[src/sv/bpr_ram.sv]
// ----------------------------------------------------------------------------
// bpr_ram
// Generic simple dual-port RAM, one write port and one registered read port.
// ----------------------------------------------------------------------------
module bpr_ram #(
    parameter int WIDTH = 8,
    parameter int DEPTH = 256
) (
    input  logic                     aclk,
    input  logic                     we,
    input  logic [$clog2(DEPTH)-1:0] waddr,
    input  logic [WIDTH-1:0]         wdata,
    input  logic                     re,
    input  logic [$clog2(DEPTH)-1:0] raddr,
    output logic [WIDTH-1:0]         rdata
);

    logic [WIDTH-1:0] mem [DEPTH];
    logic [WIDTH-1:0] rdata_reg;

    always_ff @(posedge aclk) begin
        if (we) begin
            mem[waddr] <= wdata;
        end
        if (re) begin
            rdata_reg <= mem[raddr];
        end
    end

    assign rdata = rdata_reg;

endmodule

[config.mk]
export PLATFORM = sky130hd
export DESIGN_NAME = bpr_ram
export DESIGN_NICKNAME = d
export VERILOG_FILES = /design/src/sv/bpr_ram.sv
export SDC_FILE = /design/constraint.sdc
export NUM_CORES = 2
export LEC_CHECK = 0
export ABC_AREA = 1
export BUFFER_PORTS_ARGS = -buffer_cell sky130_fd_sc_hd__buf_2
export CAP_MARGIN = 20
export CELL_PAD_IN_SITES_DETAIL_PLACEMENT = 0
export CELL_PAD_IN_SITES_GLOBAL_PLACEMENT = 1
export CORE_ASPECT_RATIO = 1.75
export CORE_UTILIZATION = 42
export DETAILED_ROUTE_END_ITERATION = 8
export PLACE_DENSITY = 0.73
export SKIP_LAST_GASP = 1
export SLEW_MARGIN = 20
export SYNTH_ARGS = -nofsm -noshare
export SYNTH_HDL_FRONTEND = slang
export SYNTH_SLANG_ARGS = --single-unit
[constraint.sdc]
create_clock -name aclk -period 2.3 [get_ports aclk]
set_input_delay 0.345 -clock aclk [delete_from_list [all_inputs] [get_ports aclk]]
set_output_delay 0.345 -clock aclk [all_outputs]
set_load 0.1 [all_outputs]
## After elaboration in Yosys (flattened, before gate mapping)

Memories as Yosys holds them, arrays and structs flattened. A register that Yosys moved wholly into a read port is not among the register bits.
Cells that the tools add are included.

| word-level totals | value |
|---|---|
| register bits | 0 |
| bits in writable memories | 2,048 |
| bits of input ports | 27 |
| output and inout bits | 8 |
| logic and storage cells | 3 |
| memories kept | 1 |

Memories:

| name | words | bits a word | rd ports | clocked after memory_dff | wr ports | RTL line | RTL |
|---|---|---|---|---|---|---|---|
| mem | 256 | 8 | 1 | 1 | 1 | 18 | `logic [WIDTH-1:0] mem [DEPTH];` |

| operators by class | value |
|---|---|
| multiplexer cells | 2 |

Operators with widths:

| kind | count |
|---|---|
| $mux W1 | 2 |

## Longest topological paths before layout

| depth | value |
|---|---|
| depth after elaboration | 2 |
| depth in mapped cells | 15 |
| mapped depth without buffers | 11 |

## Least setup slack after synthesis

No wires, ideal clock.

| path | value |
|---|---|
| path type | input -> register |
| start point | input we |
| end point | memory mem[162][0] (enable) |
| library setup time | 0.370 ns |
| arrival | 1.466 ns |
| required time | 1.930 ns |
| setup slack | 0.464 ns |
| stages on the path | 4 |
| buffers on the path | 2 |
| path through | clkbuf_1 nand3_1 clkbuf_1 nor2_1 |

| on the way | value |
|---|---|
| longest elaborated chain between the ends | 2 |

RTL lines:

| element | RTL line | RTL |
|---|---|---|
| from (decl) | 10 | `input logic we,` |
| $mux W1 | 22 | `if (we) begin` |
| $mux W1 (not written as such) | 23 | `mem[waddr] <= wdata;` |
| to (decl) | 18 |  |

Every way passes these cells.

==> impl_metrics.toml <==
[status]
status = "finished with violations"
violations = "negative setup slack"

[layout]
nets = 7451
drive_gt1_frac = 0.1273
design_area_sq_um = 96960
largest_register_ffs = 2048
area_growth_pct = 16.15
layout_commonest_cell = "nand2_1"
post-route-util = 0.4908
final_cell_count_no_fill = 10167
nFillCells = 17194
final_cell_mix = "nand2_1 (2119), edfxtp_1 (2056), nand3_1 (2019)"

[power]
pwr_density_cell_nw_per_um2 = 782.4
p_leak_nw = 34.51
peakVddDrop_mv = 0.5785

[timing]
fin_worst_skew_ns = 0.04134
tightest_slew_ns = 0.7617
holdWs_ns = 0.07850
fmax_ghz = 0.4300
rsz0062_at_grt = "false"
period_needed_ns = 2.326
finalWorstSetupSlack_ns = -0.02556
finalSetupViolCount = 1
hold_violations = 0
max-slew-margin-rel = 0.4922
report.final.slew_viol_count = 0
timing.final.crit_share = 1.011

[place]
dp_cells = 9849
pre_cts_ws_ns = -0.6164
place_area_sq_um = 91430
dp_hpwl_um = 157300
io_buffers = 34
gp_congestion = 0.9038

[worst_setup_path]
path_max_fanout = 1
crit_required_ns = 2.89
path_class = "reg2reg"
crit_path_start_kind = "flop"
critPathArrivalTime_ns = 2.91
cp-end-kind = "flop"

[yosys]
yosys.area_share.adder = 0
syn_nets = 7030
synth.ff_latch_count = 2056
yosys-top-cells-area = "edfxtp_1 (74%), nand3_1 (12%), nand2_1 (9.5%)"
synth-seq-area-share = 0.7396
ys_types = 13
muxShareOfSynthArea = 0
ys_warn_count = 0
synth_xor_area_frac = 0
syn_inst = 7003
synth_top_family_by_area = "simple AND/OR/NAND/NOR gates"
synth_compound_area_frac = 0
synth_area_sq_um = 83480
synth_top_area_frac = 0.7396
avgSynthCellArea_sq_um = 11.92
synthSimpleGateAreaFrac = 0.2292
yosys.area.top_type = "edfxtp_1"

[clock_tree]
cts_tree = "yes"
ctsHoldBuffers = 9
post_cts_buffers = 0
clock_latency_ns = 0.83
clk_pin_slew_ns = 0.07
cts-root-buf = "clkbuf_16"
cts_htree_levels = 4
cts_buffer_depth = 4
cts_resized = 0
cts_inserted_buffers = 180
cts.sinks = 2056

[job]
drv_cap = 0

[drt]
met2_length_um = 125000
m1WireLength_um = 88640
vias_per_cell = 5.475
first_pass_iters = 6
num_vias = 55667
antenna_left = 0
wirelength_um = 242000
highest_layer = "met5"
route.met3.wl_um = 12980
drtIter0Drc = 4788
wl_per_cell_um = 23.80
drc = 0

[grt]
antenna_found_initial = 8
grt.total_usage = 0.2389
grt_pass1_wl_um = 355800
grt_pass1_vias = 54864
grt_overflow = 0
grt_max_degree = 87

[die]
start_util = 0.4225
rows = 216
die_height_um = 591.8
ioPinCount = 35
core_area_sq_um = 197600
die_x_um = 339.0
die-area_sq_um = 200600

[hold_path]
hp-class = "in2reg"
## cell families (layout without fill, tap and decap cells)
logic type / after synthesis / after routing
other cells: 0 / 3
flops: 2056 / 2056
buf+inv: 522 / 1067
simple gates: 4425 / 4425
## path summary, 6_finish.rpt
kind                    start    endpoint  slack (ns)  depth (start not counted)
setup / recovery   mem[38][1]    rdata[1]       -0.03                         10
hold reg to reg   mem[220][3]    rdata[3]        1.10                         10
hold / removal       wdata[6]  mem[33][6]        0.08                          2
setup reg to reg   mem[38][1]    rdata[1]       -0.03                         10
## through the flow
step / setup TNS, ns / power, mW
2_1_floorplan: 0 / 44.79
3_3_place_gp: -3.397 / 47.60
3_5_place_dp: -3.298 / 47.65
4_1_cts: 0 / 76.23
5_1_grt: 0 / 77.80
6_report: -0.02556 / 75.86
## Yosys cell counts
master and count:
inv_4 1, nand2_1 2123, edfxtp_1 2056, nand3_1 2019, buf_4 46, buf_6 16
buf_8 1, clkbuf_1 112, inv_2 2, nor2_1 283, buf_1 40, buf_2 268
inv_1 36
## routing by layer
metal,up-vias,GRT usage
met5,-,0
met4,8,0.1390
met3,553,0.02829
met2,1878,0.4279
met1,27580,0.2750
li1,25648,-
## critical path: stages (launching register included)
cell,delay (ns)
edfxtp_1,0.36
nand2_1,0.09
nand3_1,0.09
nand3_1,0.14
nand3_1,0.13
nand3_1,0.17
nand3_1,0.17
nand3_1,0.48
nand2_1,0.21
nand2_1,0.18
nand2_1,0.07
## final cells by class
class | count | area [sq um] | area share
clock buffer | 206 | 4666 | 0.04812
clock inverter | 100 | 772.0 | 0.007962
multi-input combinational | 4425 | 19150 | 0.1975
sequential | 2056 | 61740 | 0.6367
tap | 2616 | 3273 | 0.03376
timing repair buffer | 722 | 7178 | 0.07403
antenna | 3 | 7.507 | 0.00007742
inverter | 39 | 180.2 | 0.001858
## power breakdown
group          leakage (nW)  switching [mW]  internal (mW)
logic                  13.4            3.88           1.65
clock network          2.66            13.3           15.7
registers              18.5          0.0329           41.3
total                  34.5            17.2           58.7
No activity file was read; power rests on OpenSTA's default activity.
