==> config.mk <==
export PLATFORM = sky130hd
export DESIGN_NAME = bpr_ctrl
export DESIGN_NICKNAME = d
export VERILOG_FILES = /design/src/sv/bpr_pkg.sv /design/src/sv/bpr_ctrl.sv
export SDC_FILE = /design/constraint.sdc
export NUM_CORES = 1
export LEC_CHECK = 0
export ABC_AREA = 1
export ABC_CLOCK_PERIOD_IN_PS = 2900
export BUFFER_PORTS_ARGS = -buffer_cell sky130_fd_sc_hd__buf_2
export CAP_MARGIN = 20
export CORE_ASPECT_RATIO = 1.25
export CORE_MARGIN = 2
export CORE_UTILIZATION = 58
export CTS_CLUSTER_DIAMETER = 120
export DETAILED_ROUTE_END_ITERATION = 6
export PLACE_DENSITY = 0.89
export SYNTH_ARGS = -nofsm -noshare
export SYNTH_HDL_FRONTEND = slang
export SYNTH_SLANG_ARGS = --single-unit
==> constraint.sdc <==
create_clock -name aclk -period 2.9 [get_ports aclk]
set_input_delay 0.435 -clock aclk [delete_from_list [all_inputs] [get_ports aclk]]
set_output_delay 0.435 -clock aclk [all_outputs]
set_load 0.02 [all_outputs]
==> src/sv/bpr_pkg.sv <==
// ----------------------------------------------------------------------------
// bpr_pkg
// Shared types and constants for the bitmap pixel to RGB32 converter.
// ----------------------------------------------------------------------------
package bpr_pkg;

    localparam int MAX_WIDTH    = 4096;
    localparam int PALETTE_SIZE = 256;

    localparam int DIM_W     = 13;
    localparam int DIM_MAX   = (1 << DIM_W) - 1;
    localparam int EFF_MAX   = (MAX_WIDTH < DIM_MAX) ? MAX_WIDTH : DIM_MAX;
    localparam int COL_W     = $clog2(EFF_MAX);
    localparam int PAL_AW    = $clog2(PALETTE_SIZE);
    localparam int PAL_CNT_W = $clog2(4 * PALETTE_SIZE);
    localparam int CFG_IDX_W = 2;

    localparam logic [CFG_IDX_W-1:0] REG_DEPTH  = 2'd0;
    localparam logic [CFG_IDX_W-1:0] REG_WIDTH  = 2'd1;
    localparam logic [CFG_IDX_W-1:0] REG_HEIGHT = 2'd2;

    localparam logic [15:0] RGB555_R_MASK = 16'h7C00;
    localparam logic [15:0] RGB555_G_MASK = 16'h03E0;
    localparam logic [15:0] RGB555_B_MASK = 16'h001F;

    typedef enum logic [1:0] {
        DEPTH_PAL8   = 2'd0,
        DEPTH_RGB555 = 2'd1,
        DEPTH_BGR24  = 2'd2,
        DEPTH_RAW32  = 2'd3
    } depth_t;

    typedef enum logic [2:0] {
        PH_PALETTE = 3'b001,
        PH_PIXELS  = 3'b010,
        PH_PAD     = 3'b100
    } phase_t;

    typedef struct packed {
        logic [2:0]        pal_we;
        logic [PAL_AW-1:0] pal_waddr;
        logic [7:0]        pal_wdata;
        logic              pal_re;
        logic [PAL_AW-1:0] pal_raddr;
        logic              emit;
        logic              use_pal;
        logic [31:0]       word;
        logic              last;
    } ctrl_t;

endpackage

==> src/sv/bpr_ctrl.sv <==
// ----------------------------------------------------------------------------
// bpr_ctrl
// Stream sequencer: configuration registers, palette load, pixel assembly,
// column/row tracking and row padding skip.
// ----------------------------------------------------------------------------
module bpr_ctrl (
    input  logic                            aclk,
    input  logic                            aresetn,
    input  logic                            accept,
    input  logic [7:0]                      data_byte,
    input  logic                            cfg_valid,
    input  logic [bpr_pkg::CFG_IDX_W-1:0]   cfg_index,
    input  logic [bpr_pkg::DIM_W-1:0]       cfg_data,
    output bpr_pkg::ctrl_t                  ctl
);

    bpr_pkg::depth_t                   depth_reg, depth_next;
    logic [bpr_pkg::COL_W-1:0]         wm1_reg, wm1_next;
    logic [1:0]                        wlo_reg, wlo_next;
    logic [bpr_pkg::DIM_W-1:0]         hm1_reg, hm1_next;
    bpr_pkg::phase_t                   phase_reg, phase_next;
    logic [bpr_pkg::PAL_CNT_W-1:0]     pal_cnt_reg, pal_cnt_next;
    logic [1:0]                        bip_reg, bip_next;
    logic [23:0]                       asm_reg, asm_next;
    logic [bpr_pkg::COL_W-1:0]         col_reg, col_next;
    logic [1:0]                        pad_reg, pad_next;
    logic [bpr_pkg::DIM_W-1:0]         row_reg, row_next;

    logic                              restart;
    bpr_pkg::depth_t                   restart_depth;
    logic [bpr_pkg::DIM_W-1:0]         eff_w;
    logic [2:0]                        bpp;
    logic [2:0]                        row_bytes_lo;
    logic [1:0]                        pad_amt;
    logic [15:0]                       v555;
    logic [4:0]                        r5, g5, b5;

    always_comb begin
        if (cfg_data == '0) begin
            eff_w = bpr_pkg::DIM_W'(1);
        end else if (cfg_data > bpr_pkg::DIM_W'(bpr_pkg::EFF_MAX)) begin
            eff_w = bpr_pkg::DIM_W'(bpr_pkg::EFF_MAX);
        end else begin
            eff_w = cfg_data;
        end
    end

    assign bpp          = {1'b0, depth_reg} + 3'd1;
    assign row_bytes_lo = 3'(bpp * {1'b0, wlo_reg});
    assign pad_amt      = 2'(2'd0 - row_bytes_lo[1:0]);

    assign v555 = {data_byte, asm_reg[7:0]};
    assign r5   = 5'((v555 & bpr_pkg::RGB555_R_MASK) >> 10);
    assign g5   = 5'((v555 & bpr_pkg::RGB555_G_MASK) >> 5);
    assign b5   = 5'(v555 & bpr_pkg::RGB555_B_MASK);

    always_comb begin
        depth_next    = depth_reg;
        wm1_next      = wm1_reg;
        wlo_next      = wlo_reg;
        hm1_next      = hm1_reg;
        phase_next    = phase_reg;
        pal_cnt_next  = pal_cnt_reg;
        bip_next      = bip_reg;
        asm_next      = asm_reg;
        col_next      = col_reg;
        pad_next      = pad_reg;
        row_next      = row_reg;
        restart       = 1'b0;
        restart_depth = depth_reg;

        ctl           = '0;
        ctl.pal_waddr = pal_cnt_reg[bpr_pkg::PAL_CNT_W-1:2];
        ctl.pal_wdata = data_byte;
        ctl.pal_raddr = data_byte[bpr_pkg::PAL_AW-1:0];
        ctl.use_pal   = (depth_reg == bpr_pkg::DEPTH_PAL8);
        ctl.last      = (col_reg == wm1_reg) && (row_reg == hm1_reg);

        unique case (depth_reg)
            bpr_pkg::DEPTH_PAL8:   ctl.word = '0;
            bpr_pkg::DEPTH_RGB555: ctl.word = {8'h00, 3'b000, b5, 3'b000, g5, 3'b000, r5};
            bpr_pkg::DEPTH_BGR24:  ctl.word = {8'h00, asm_reg[7:0], asm_reg[15:8], data_byte};
            bpr_pkg::DEPTH_RAW32:  ctl.word = {data_byte, asm_reg};
            default:               ctl.word = '0;
        endcase

        if (cfg_valid) begin
            unique case (cfg_index)
                bpr_pkg::REG_DEPTH: begin
                    depth_next    = bpr_pkg::depth_t'(cfg_data[1:0]);
                    restart_depth = bpr_pkg::depth_t'(cfg_data[1:0]);
                    restart       = 1'b1;
                end
                bpr_pkg::REG_WIDTH: begin
                    wm1_next = bpr_pkg::COL_W'(eff_w - bpr_pkg::DIM_W'(1));
                    wlo_next = eff_w[1:0];
                    restart  = 1'b1;
                end
                bpr_pkg::REG_HEIGHT: begin
                    hm1_next = (cfg_data == '0) ? '0 : cfg_data - bpr_pkg::DIM_W'(1);
                    restart  = 1'b1;
                end
                default: ;
            endcase
        end else if (accept) begin
            unique case (phase_reg)
                bpr_pkg::PH_PALETTE: begin
                    case (pal_cnt_reg[1:0])
                        2'd0:    ctl.pal_we = 3'b001;
                        2'd1:    ctl.pal_we = 3'b010;
                        2'd2:    ctl.pal_we = 3'b100;
                        default: ctl.pal_we = 3'b000;
                    endcase
                    pal_cnt_next = pal_cnt_reg + bpr_pkg::PAL_CNT_W'(1);
                    if (&pal_cnt_reg) begin
                        phase_next = bpr_pkg::PH_PIXELS;
                    end
                end
                bpr_pkg::PH_PAD: begin
                    pad_next = pad_reg - 2'd1;
                    if (pad_reg == 2'd1) begin
                        if (row_reg == hm1_reg) begin
                            restart = 1'b1;
                        end else begin
                            row_next   = row_reg + bpr_pkg::DIM_W'(1);
                            phase_next = bpr_pkg::PH_PIXELS;
                        end
                    end
                end
                bpr_pkg::PH_PIXELS: begin
                    if (bip_reg != depth_reg) begin
                        case (bip_reg)
                            2'd0:    asm_next[7:0]   = data_byte;
                            2'd1:    asm_next[15:8]  = data_byte;
                            default: asm_next[23:16] = data_byte;
                        endcase
                        bip_next = bip_reg + 2'd1;
                    end else begin
                        ctl.emit   = 1'b1;
                        ctl.pal_re = ctl.use_pal;
                        bip_next   = '0;
                        asm_next   = '0;
                        if (col_reg == wm1_reg) begin
                            col_next = '0;
                            if (pad_amt != 2'd0) begin
                                pad_next   = pad_amt;
                                phase_next = bpr_pkg::PH_PAD;
                            end else if (row_reg == hm1_reg) begin
                                restart = 1'b1;
                            end else begin
                                row_next = row_reg + bpr_pkg::DIM_W'(1);
                            end
                        end else begin
                            col_next = col_reg + bpr_pkg::COL_W'(1);
                        end
                    end
                end
                default: ;
            endcase
        end

        if (restart) begin
            phase_next   = (restart_depth == bpr_pkg::DEPTH_PAL8) ?
                           bpr_pkg::PH_PALETTE : bpr_pkg::PH_PIXELS;
            pal_cnt_next = '0;
            bip_next     = '0;
            asm_next     = '0;
            col_next     = '0;
            pad_next     = '0;
            row_next     = '0;
        end
    end

    always_ff @(posedge aclk) begin
        if (!aresetn) begin
            depth_reg   <= bpr_pkg::DEPTH_RAW32;
            wm1_reg     <= '0;
            wlo_reg     <= 2'd1;
            hm1_reg     <= '0;
            phase_reg   <= bpr_pkg::PH_PIXELS;
            pal_cnt_reg <= '0;
            bip_reg     <= '0;
            asm_reg     <= '0;
            col_reg     <= '0;
            pad_reg     <= '0;
            row_reg     <= '0;
        end else begin
            depth_reg   <= depth_next;
            wm1_reg     <= wm1_next;
            wlo_reg     <= wlo_next;
            hm1_reg     <= hm1_next;
            phase_reg   <= phase_next;
            pal_cnt_reg <= pal_cnt_next;
            bip_reg     <= bip_next;
            asm_reg     <= asm_next;
            col_reg     <= col_next;
            pad_reg     <= pad_next;
            row_reg     <= row_next;
        end
    end

endmodule

After elaboration in Yosys (flattened, before gate mapping)

Cells that the tools add are included.

$lt $le $gt $ge: 1
Add/sub/neg operators: 9
Equality and inequality tests: 30
Reductions and logical operators: 26
Multipliers: 1
Muxes and demuxes: 54
Bitwise gates (word level): 3

Operators with widths:

| cell                                                                 | count |
|---|---|
| 32-bit case mux with 4 select lines                                  | 1 |
| 13-bit 2-to-1 mux                                                    | 6 |
| 12-bit 2-to-1 mux                                                    | 3 |
| 3-bit 2-to-1 mux                                                     | 12 |
| 13-bit case mux with 2 select lines                                  | 1 |
| 24-bit 2-to-1 mux                                                    | 1 |
| 8-bit 2-to-1 mux                                                     | 3 |
| 3-bit != test, second input constant                                 | 6 |
| 3-bit case mux with 3 select lines                                   | 2 |
| 1-bit 2-to-1 mux                                                     | 16 |
| 4-bit AND reduction                                                  | 4 |
| 2-bit 2-to-1 mux                                                     | 7 |
| 13-bit by 1-bit adder with 13-bit output, second input constant      | 1 |
| 13-bit == test                                                       | 1 |
| 13-bit greater-than comparator, second input constant                | 1 |
| 13-bit zero test                                                     | 1 |
| 13-bit by 1-bit subtractor with 13-bit output, second input constant | 1 |
| 12-bit by 1-bit adder with 12-bit output, second input constant      | 1 |
| 12-bit == test                                                       | 1 |
| 2-bit != test, second input constant                                 | 6 |
| 12-bit by 1-bit subtractor with 12-bit output, second input constant | 1 |
| 10-bit by 1-bit adder with 10-bit output, second input constant      | 1 |
| 2-bit by 1-bit == test with 1-bit output, second input constant      | 5 |
| 2-bit zero test                                                      | 5 |
| other kinds (25)                                                     | 37 |

Output and inout port bits: 63
Word-level logic and storage cells: 137
Flip-flop bits (word level): 95
Input port bits: 27

Logic depth before layout (Yosys ltp)

Gate-level depths: netlist of the first run.

Depth after elaboration: 12
Mapped depth: 16
Gate-level depth less buffers: 16

Least setup slack after synthesis of the first run

Ideal clock, no wire load.

Path kind: register to register
Start: register depth_reg[1]
End: register col_reg[10] in the netlist's numbering
Arrival: 2.000 ns
Setup time: 0.066 ns
Path buffers: 0
Cell stages (with the launch flop): 15
Slack: 0.834 ns
Path through: dfxtp_1 inv_1 ha_1 nand2_1 xnor2_1 ha_1 nand2_1 nor2_1 nand3_1 nand2_1 nand2_2 nand2_1 nor2_1 o21ai_2 nor2_1

Longest elaborated chain between the ends: 11
Elaborated cells on any way between the ends: 14

Ends and longest elaborated chain:

| item                                        | RTL line        | RTL |
|---|---|---|
| from (decl)                                 | bpr_ctrl.sv:17  | `bpr_pkg::depth_t depth_reg, depth_next;` |
| from (signal assigned)                      | bpr_ctrl.sv:176 | `depth_reg <= bpr_pkg::DEPTH_RAW32;` |
| from (signal assigned)                      | bpr_ctrl.sv:188 | `depth_reg <= depth_next;` |
| 2-bit by 1-bit adder with 3-bit output      | bpr_ctrl.sv:48  | `assign bpp = {1'b0, depth_reg} + 3'd1;` |
| 3-bit by 2-bit multiplier with 2-bit output | bpr_ctrl.sv:49  | `assign row_bytes_lo = 3'(bpp * {1'b0, wlo_reg});` |
| 1-bit by 2-bit subtractor with 2-bit output | bpr_ctrl.sv:50  | `assign pad_amt = 2'(2'd0 - row_bytes_lo[1:0]);` |
| 2-bit nonzero test                          | bpr_ctrl.sv:145 | `if (pad_amt != 2'd0) begin` |
| 1-bit 2-to-1 mux                            | bpr_ctrl.sv:145 |  |
| 1-bit 2-to-1 mux                            | bpr_ctrl.sv:143 | `if (col_reg == wm1_reg) begin` |
| 1-bit 2-to-1 mux                            | bpr_ctrl.sv:131 | `if (bip_reg != depth_reg) begin` |
| 1-bit case mux with 2 select lines          | bpr_ctrl.sv:106 | `unique case (phase_reg)` |
| 1-bit 2-to-1 mux                            | bpr_ctrl.sv:105 | `end else if (accept) begin` |
| 1-bit 2-to-1 mux                            | bpr_ctrl.sv:87  | `if (cfg_valid) begin` |
| 2-bit OR reduction (no source line)         | --              |  |
| to (signal assigned)                        | bpr_ctrl.sv:196 | `col_reg <= col_next;` |
| to (decl)                                   | bpr_ctrl.sv:25  | `logic [bpr_pkg::COL_W-1:0] col_reg, col_next;` |

Several ways; a longest one is shown, not always the timed one.
A chain may end at the register's enable or synchronous reset.

Worst setup path after layout of the first run

Ends and elaborated chain as after synthesis.

==> out/results.tsv, run 1 <==
stage	metric	value	unit
flow_run	max cap viols	0	
floorplanning	Horiz. Die Dim	95.2	um
sta	unrepaired setup endpoints after global routing	no	
yosys	Distinct cells, synth	42	
yosys	simple-gate share of the synthesized area	33.0	%
yosys	Post-synth EDFFs	0	
floorplanning	DIE AREA	11200	um^2
yosys	Seq/Total Area, Yosys	31.6	%
final_layout	diodes inserted	0	
sta	Final Max Slew Viols	0	
clocking	Root Buffer	clkbuf_16	
setup_path	critical path class	flip-flop to flip-flop	
final_layout	share of post-route cells with drive strength above 1	13.6	%
global_routing	largest net degree at the start of global routing	37	
hold_path	Hold Crit Class	input pin to flip-flop	
sta	Worst Tran Pin Value	0.664	ns
setup_path	r2r startpoint	depth_reg[1]	
yosys	synthesized flop and latch total	95	
global_routing	number of global-route vias before repair	5365	
setup_path	crit path max fanout	10	
setup_path	FF-to-FF path depth	14	
routing	Pre-Repair DR Iteration Count	5	
placed_design	gpl congestion	0.936	
global_routing	gr usage total	26.2	%
floorplanning	Die H	118	um
clocking	Hold-fix buffers, CTS	0	
routing	initial drt markers	320	
placed_design	dpl ws	0.360	ns
placed_design	HPWL after detailed placement	10800	um
clocking	TritonCTS clock tree	built	
setup_path	end of the worst register-to-register path	col_reg[10]	
final_layout	nets	1053	
yosys	yosys warns	0	
clocking	total CTS buffers	9	
global_routing	first-pass GRT wire length	23700	um
routing	via-per-instance ratio	5.27	
sta	fin crit period	2.63	ns
sta	final setup fails	0	
setup_path	CP Launch Point	depth_reg[1]	
yosys	mux cell area share after synthesis	0	%
power	worst vdd ir	285	uV
final_layout	# fillers	903	
setup_path	r2r setup slk	0.27	ns
clocking	post_cts resized	0	
setup_path	WP data arrival	2.91	ns
sta	maximum clock rate	0.381	GHz
sta	period utilization	90.5	%
final_layout	Multi-input gate area	3310	um^2
setup_path	crit start category	flip-flop	
final_layout	Area Growth Syn to Fin	12.0	%
floorplanning	core footprint	10100	um^2
clocking	H-tree Lvls	3	
setup_path	CP Data Required Time	3.18	ns
yosys	Post-Syn Instances	946	
clocking	Sink Count	95	
setup_path	CP Capture Point	col_reg[10]	
clocking	Clk Latency, worst-skew pair	0.35	ns
yosys	Async S/R FF share, synth	0	%
routing	Vias	6020	
yosys	Adder-Cell Fraction of Synth Area	3.53	%
sta	worst setup margin	0.275	ns
yosys	post-synthesis compound-gate area fraction	12.3	%
floorplanning	placement row count	41	
final_layout	number of flip-flops under the largest register name	24	
power	Power Density	456	nW/um^2
yosys	Top FF cell, synth	dfxtp_1	
yosys	Post-Syn Area	6030	um^2
clocking	deepest clock path buffer count	2	
routing	Antenna Nets Post-Route	0	
yosys	Mapped Nets	990	
sta	max_slew headroom	55.5	%
global_routing	initial antenna violation count	0	
floorplanning	I/O pin count	90	
routing	Post-Route WL	14400	um
clocking	setup repair bufs after CTS	0	
yosys	xor and xnor area share after synthesis	6.10	%
yosys	combinational family with the most area after synthesis	simple AND/OR/NAND/NOR gates	
run_status	status	completed	
setup_path	Worst Setup End Kind	flip-flop	
sta	Max Clock Skew	0.00825	ns
yosys	syn_area_per_cell	6.37	um^2
global_routing	grt ovf	0	
sta	Final Hold Viols	0	
final_layout	register cell area after layout	1900	um^2
routing	drt wl/cell	12.6	um
sta	Setup Total Neg Slack	0	ns
clocking	Reg clk slew, reported paths	0.07	ns
power	Lkg Pwr	3.19	nW
routing	DRC	0	
placed_design	PortBufs	89	
floorplanning	Initial Util	59.6	%
## synth_stat cells (2+ instances only)
library cell / instances / area share (%)
a22oi_1: 3 / 0.37
nand4_1: 11 / 1.1
nor3_1: 15 / 1.2
nor3_2: 2 / 0.33
buf_4: 25 / 3.1
o211ai_1: 8 / 1.0
nor2_2: 3 / 0.31
inv_2: 6 / 0.37
o21a_1: 4 / 0.50
clkinv_1: 2 / 0.12
xor2_1: 26 / 3.8
nor2_8: 2 / 0.66
or2_2: 2 / 0.21
nor2_1: 96 / 6.0
inv_4: 2 / 0.21
buf_2: 5 / 0.42
o21ai_1: 5 / 0.42
o221ai_1: 2 / 0.29
nand2_2: 3 / 0.31
inv_1: 134 / 8.3
xnor2_1: 16 / 2.3
dfxtp_1: 95 / 32
nor3b_1: 2 / 0.25
nand3b_1: 2 / 0.25
nor4_1: 2 / 0.21
a21o_1: 2 / 0.25
a21oi_1: 71 / 5.9
nand2_1: 291 / 18
nand3_1: 32 / 2.7
clkbuf_1: 13 / 0.81
o21ai_0: 37 / 3.1
ha_1: 17 / 3.5
## worst min path at each step
stage | start | end | slack, ns | cells after the start
floorplan | asm_reg[10] | asm_reg[10] | 0.44 | 2
global placement | asm_reg[4] | asm_reg[4] | 0.45 | 2
detailed placement | asm_reg[2] | asm_reg[2] | 0.45 | 2
CTS | cfg_data[1] | wlo_reg[1] | 0.41 | 3
global route | cfg_data[1] | wlo_reg[1] | 0.43 | 3
finish | cfg_data[1] | wlo_reg[1] | 0.42 | 3
## per-layer routing
metal	vias to the layer above	wire length, um	GRT usage (%)
met5	-	0	0
met4	0	499	12.0
met3	37	845	4.67
met2	211	7010	44.2
met1	2714	6060	31.8
li1	3058	-	-
## placed cells by master (no fill, tap or decap), drive strengths merged, types with 3 or more instances in the layout
| cell type | count |
|---|---|
| o211ai | 8 |
| nor3 | 18 |
| clkbuf | 10 |
| o21ai | 43 |
| a21oi | 71 |
| xor2 | 26 |
| ha | 17 |
| buf | 96 |
| dfxtp | 95 |
| o21a | 4 |
| nand3 | 34 |
| nand4 | 11 |
| a22oi | 3 |
| xnor2 | 16 |
| nand2 | 294 |
| inv | 145 |
| nor4 | 3 |
| nor2 | 102 |
| clkinv | 3 |
## power by group
group	total, mW	leakage, nW	switching [mW]	internal (mW)
clock network	1.28	0.158	0.515	0.763
registers	1.35	0.769	0.0246	1.33
logic	0.447	2.26	0.304	0.143
total	3.08	3.19	0.843	2.24
## stage by stage
step	instances	instance area, um^2	power, mW	hold slack, ns	util [%]
finish	1143	6750	3.08	0.416	66.8
global route	1143	6750	3.20	0.429	66.8
CTS	1143	6750	3.08	0.407	66.8
detailed placement	1127	6430	1.82	0.453	63.6
global placement	1127	6430	1.82	0.448	63.6
floorplan	946	6030	1.70	0.437	-
## area by class of cell
type                    count  share of cell area [%]
flip-flops and latches     95                    28.2
clock buffers              10                    3.39
repair buffers             96                    7.56
clock inverters             6                    1.35
multi-input cells         663                    49.0
inverters                 144                    8.08
well taps                 129                    2.39
## worst max-delay path, cell delays in order (launching register included)
cell	delay, ns
dfxtp_1	0.45
inv_1	0.14
ha_1	0.29
nand2_1	0.06
xnor2_1	0.13
ha_1	0.19
nand2_1	0.10
nor2_1	0.06
nand3_1	0.08
nand2_1	0.06
nand2_2	0.13
nand2_1	0.09
nor2_1	0.39
o21ai_2	0.25
nor2_1	0.16
## logic make-up (layout without fill, tap and decap cells)
family	Yosys count	in the layout
buffers and inverters	188	256
DFF	95	95
AOI/OAI and AO/OA	136	136
adders and majority gates	17	17
and+or+nand+nor	468	468
xor gates and xnor gates	42	42
Note: power is estimated with default switching activity, not from simulation.
==> run 2: changes to the inputs <==
--- a/config.mk
+++ b/config.mk
@@ -6,11 +6,10 @@
 export NUM_CORES = 1
 export LEC_CHECK = 0
 export ABC_AREA = 1
-export ABC_CLOCK_PERIOD_IN_PS = 2900
 export BUFFER_PORTS_ARGS = -buffer_cell sky130_fd_sc_hd__buf_2
 export CAP_MARGIN = 20
 export CORE_ASPECT_RATIO = 1.25
-export CORE_MARGIN = 2
+export CORE_MARGIN = 1.5
 export CORE_UTILIZATION = 58
 export CTS_CLUSTER_DIAMETER = 120
 export DETAILED_ROUTE_END_ITERATION = 6
==> out/results.tsv, run 2 (synthesis results as in run 1) <==
stage	metric	value	unit	change
run_status	status	completed		unchanged
clocking	Sink Count	95		unchanged
clocking	H-tree Lvls	3		unchanged
final_layout	share of post-route cells with drive strength above 1	13.8	%	was 13.6%
floorplanning	Initial Util	59.6	%	unchanged
power	Clock Power Share	40.1	%	was 41.5%
global_routing	initial antenna violation count	0		unchanged
power	internal power	2.17	mW	was 2.24 mW
sta	Final Max Slew Viols	0		unchanged
setup_path	CP Data Required Time	3.19	ns	was 3.18 ns
sta	final setup fails	0		unchanged
sta	Worst Tran Pin Value	0.654	ns	was 0.664 ns
final_layout	number of flip-flops under the largest register name	24		unchanged
clocking	total CTS buffers	9		unchanged
placed_design	placed cell areas	6440	um^2	was 6430 um^2
sta	max_slew headroom	56.1	%	was 55.5%
routing	Antenna Nets Post-Route	0		unchanged
clocking	setup repair bufs after CTS	0		unchanged
setup_path	FF-to-FF path depth	14		unchanged
setup_path	crit start category	flip-flop		unchanged
global_routing	first-pass GRT wire length	24300	um	was 23,700 um
final_layout	diodes inserted	0		unchanged
power	Comb pwr share	15.0	%	was 14.5%
routing	DRC	0		unchanged
clocking	TritonCTS clock tree	built		unchanged
setup_path	WP data arrival	2.93	ns	was 2.91 ns
global_routing	gr usage total	27.6	%	was 26.2%
routing	Pre-Repair DR Iteration Count	5		unchanged
setup_path	critical path class	flip-flop to flip-flop		unchanged
power	Power Density	447	nW/um^2	was 456 nW/um^2
sta	Final Hold Viols	0		unchanged
sta	maximum clock rate	0.378	GHz	was 0.381 GHz
power	Lkg Pwr	3.18	nW	was 3.19 nW
sta	Max Clock Skew	0.0107	ns	was 0.00825 ns
final_layout	most common library cell in the layout ignoring fill and taps	nand2_1		unchanged
routing	Vias	5990		was 6,020
floorplanning	placement row count	41		unchanged
power	sequential power share	44.9	%	was 44.0%
placed_design	HPWL after detailed placement	10800	um	about the same
power	worst vdd ir	293	uV	was 285 uV
routing	via-per-instance ratio	5.24		was 5.27
final_layout	nets	1054		was 1,053
floorplanning	I/O pin count	90		unchanged
setup_path	r2r startpoint	depth_reg[1]		unchanged
floorplanning	DIE AREA	11000	um^2	was 11,200 um^2
routing	drt wl/cell	12.6	um	about the same
routing	Post-Route WL	14400	um	about the same
clocking	Hold-fix buffers, CTS	0		unchanged
clocking	post_cts resized	0		unchanged
power	switching fraction of total power	28.0	%	was 27.4%
floorplanning	Horiz. Die Dim	94.2	um	was 95.2 um
sta	unrepaired setup endpoints after global routing	no		unchanged
global_routing	number of global-route vias before repair	5489		was 5,365
routing	initial drt markers	333		was 320
sta	period utilization	91.2	%	was 90.5%
setup_path	Worst Setup End Kind	flip-flop		unchanged
setup_path	end of the worst register-to-register path	col_reg[3]		was col_reg[10]
final_layout	commonest non-fill, non-tap cells in the layout	291 x nand2_1, 134 x inv_1, 96 x nor2_1		unchanged
clocking	deepest clock path buffer count	2		unchanged
clocking	Clk Latency, worst-skew pair	0.36	ns	was 0.35 ns
sta	fin crit period	2.65	ns	was 2.63 ns
floorplanning	Die H	117	um	was 118 um
setup_path	r2r setup slk	0.25	ns	was 0.27 ns
hold_path	Hold Crit Class	input pin to flip-flop		unchanged
sta	Setup Total Neg Slack	0	ns	unchanged
final_layout	final core area utilization	66.8	%	about the same
clocking	Root Buffer	clkbuf_16		unchanged
final_layout	Area Growth Syn to Fin	12.0	%	about the same
clocking	Reg clk slew, reported paths	0.07	ns	about the same
placed_design	PortBufs	89		unchanged
setup_path	crit path max fanout	10		unchanged
placed_design	gpl congestion	0.963		was 0.936
final_layout	cell area after layout	6750	um^2	about the same
setup_path	CP Launch Point	depth_reg[1]		unchanged
flow_run	max cap viols	0		unchanged
setup_path	CP Capture Point	col_reg[3]		was col_reg[10]
global_routing	grt ovf	0		unchanged
power	switching power of the nets	0.845	mW	was 0.843 mW
global_routing	largest net degree at the start of global routing	39		was 37
floorplanning	core footprint	10100	um^2	unchanged
[run 2: critical path, cell delays in order, from the launching register on]
cell	delay [ns]
dfxtp_1	0.47
inv_1	0.16
ha_1	0.30
nand2_1	0.06
xnor2_1	0.14
ha_1	0.20
nand2_1	0.10
nor2_1	0.05
nand3_1	0.08
nand2_1	0.06
nand2_2	0.13
nand2_1	0.08
nor2_1	0.34
o21ai_2	0.23
nor2_1	0.16
[run 2: layer usage]
layer | global-route usage [%] | vias to the layer above | wire length [um]
li1 | - | 3066 | -
met1 | 31.5 | 2647 | 5960
met2 | 49.8 | 238 | 7060
met3 | 4.26 | 39 | 898
met4 | 13.6 | 0 | 516
met5 | 0 | - | 0
[run 2: area by class of cell]
class | count | area [um^2]
sequential | 95 | 1900
clock buffer | 10 | 239
fill | 920 | 3360
inverter | 144 | 546
tap | 129 | 161
clock inverter | 6 | 70.1
multi-input combinational | 663 | 3310
timing repair buffer | 97 | 518
[run 2: worst min path at each step]
| stage | startpoint | to | slack (ns) | cells after the start |
|---|---|---|---|---|
| floorplan | asm_reg[10] | asm_reg[10] | 0.44 | 2 |
| global placement | asm_reg[3] | asm_reg[3] | 0.45 | 2 |
| detailed placement | asm_reg[4] | asm_reg[4] | 0.45 | 2 |
| CTS | cfg_data[1] | wlo_reg[1] | 0.41 | 3 |
| global route | cfg_data[1] | wlo_reg[1] | 0.43 | 3 |
| finish | cfg_data[1] | wlo_reg[1] | 0.42 | 3 |
[run 2: power by group through the flow]
stage	combinational, mW	clock, mW	sequential, mW
finish	0.451	1.21	1.35
global route	0.502	1.28	1.36
CTS	0.448	1.21	1.35
detailed placement	0.444	0	1.38
global placement	0.436	0	1.38
floorplan	0.321	0	1.38
[run 2: stage by stage]
step,total power [mW],hold slack [ns],worst slack (ns),instances
after global routing,3.14,0.433,0.0443,1144
final,3.01,0.418,0.255,1144
after CTS,3.02,0.414,0.279,1144
after floorplan,1.70,0.437,0.834,946
after global placement,1.82,0.448,0.419,1128
after detailed placement,1.83,0.451,0.313,1128
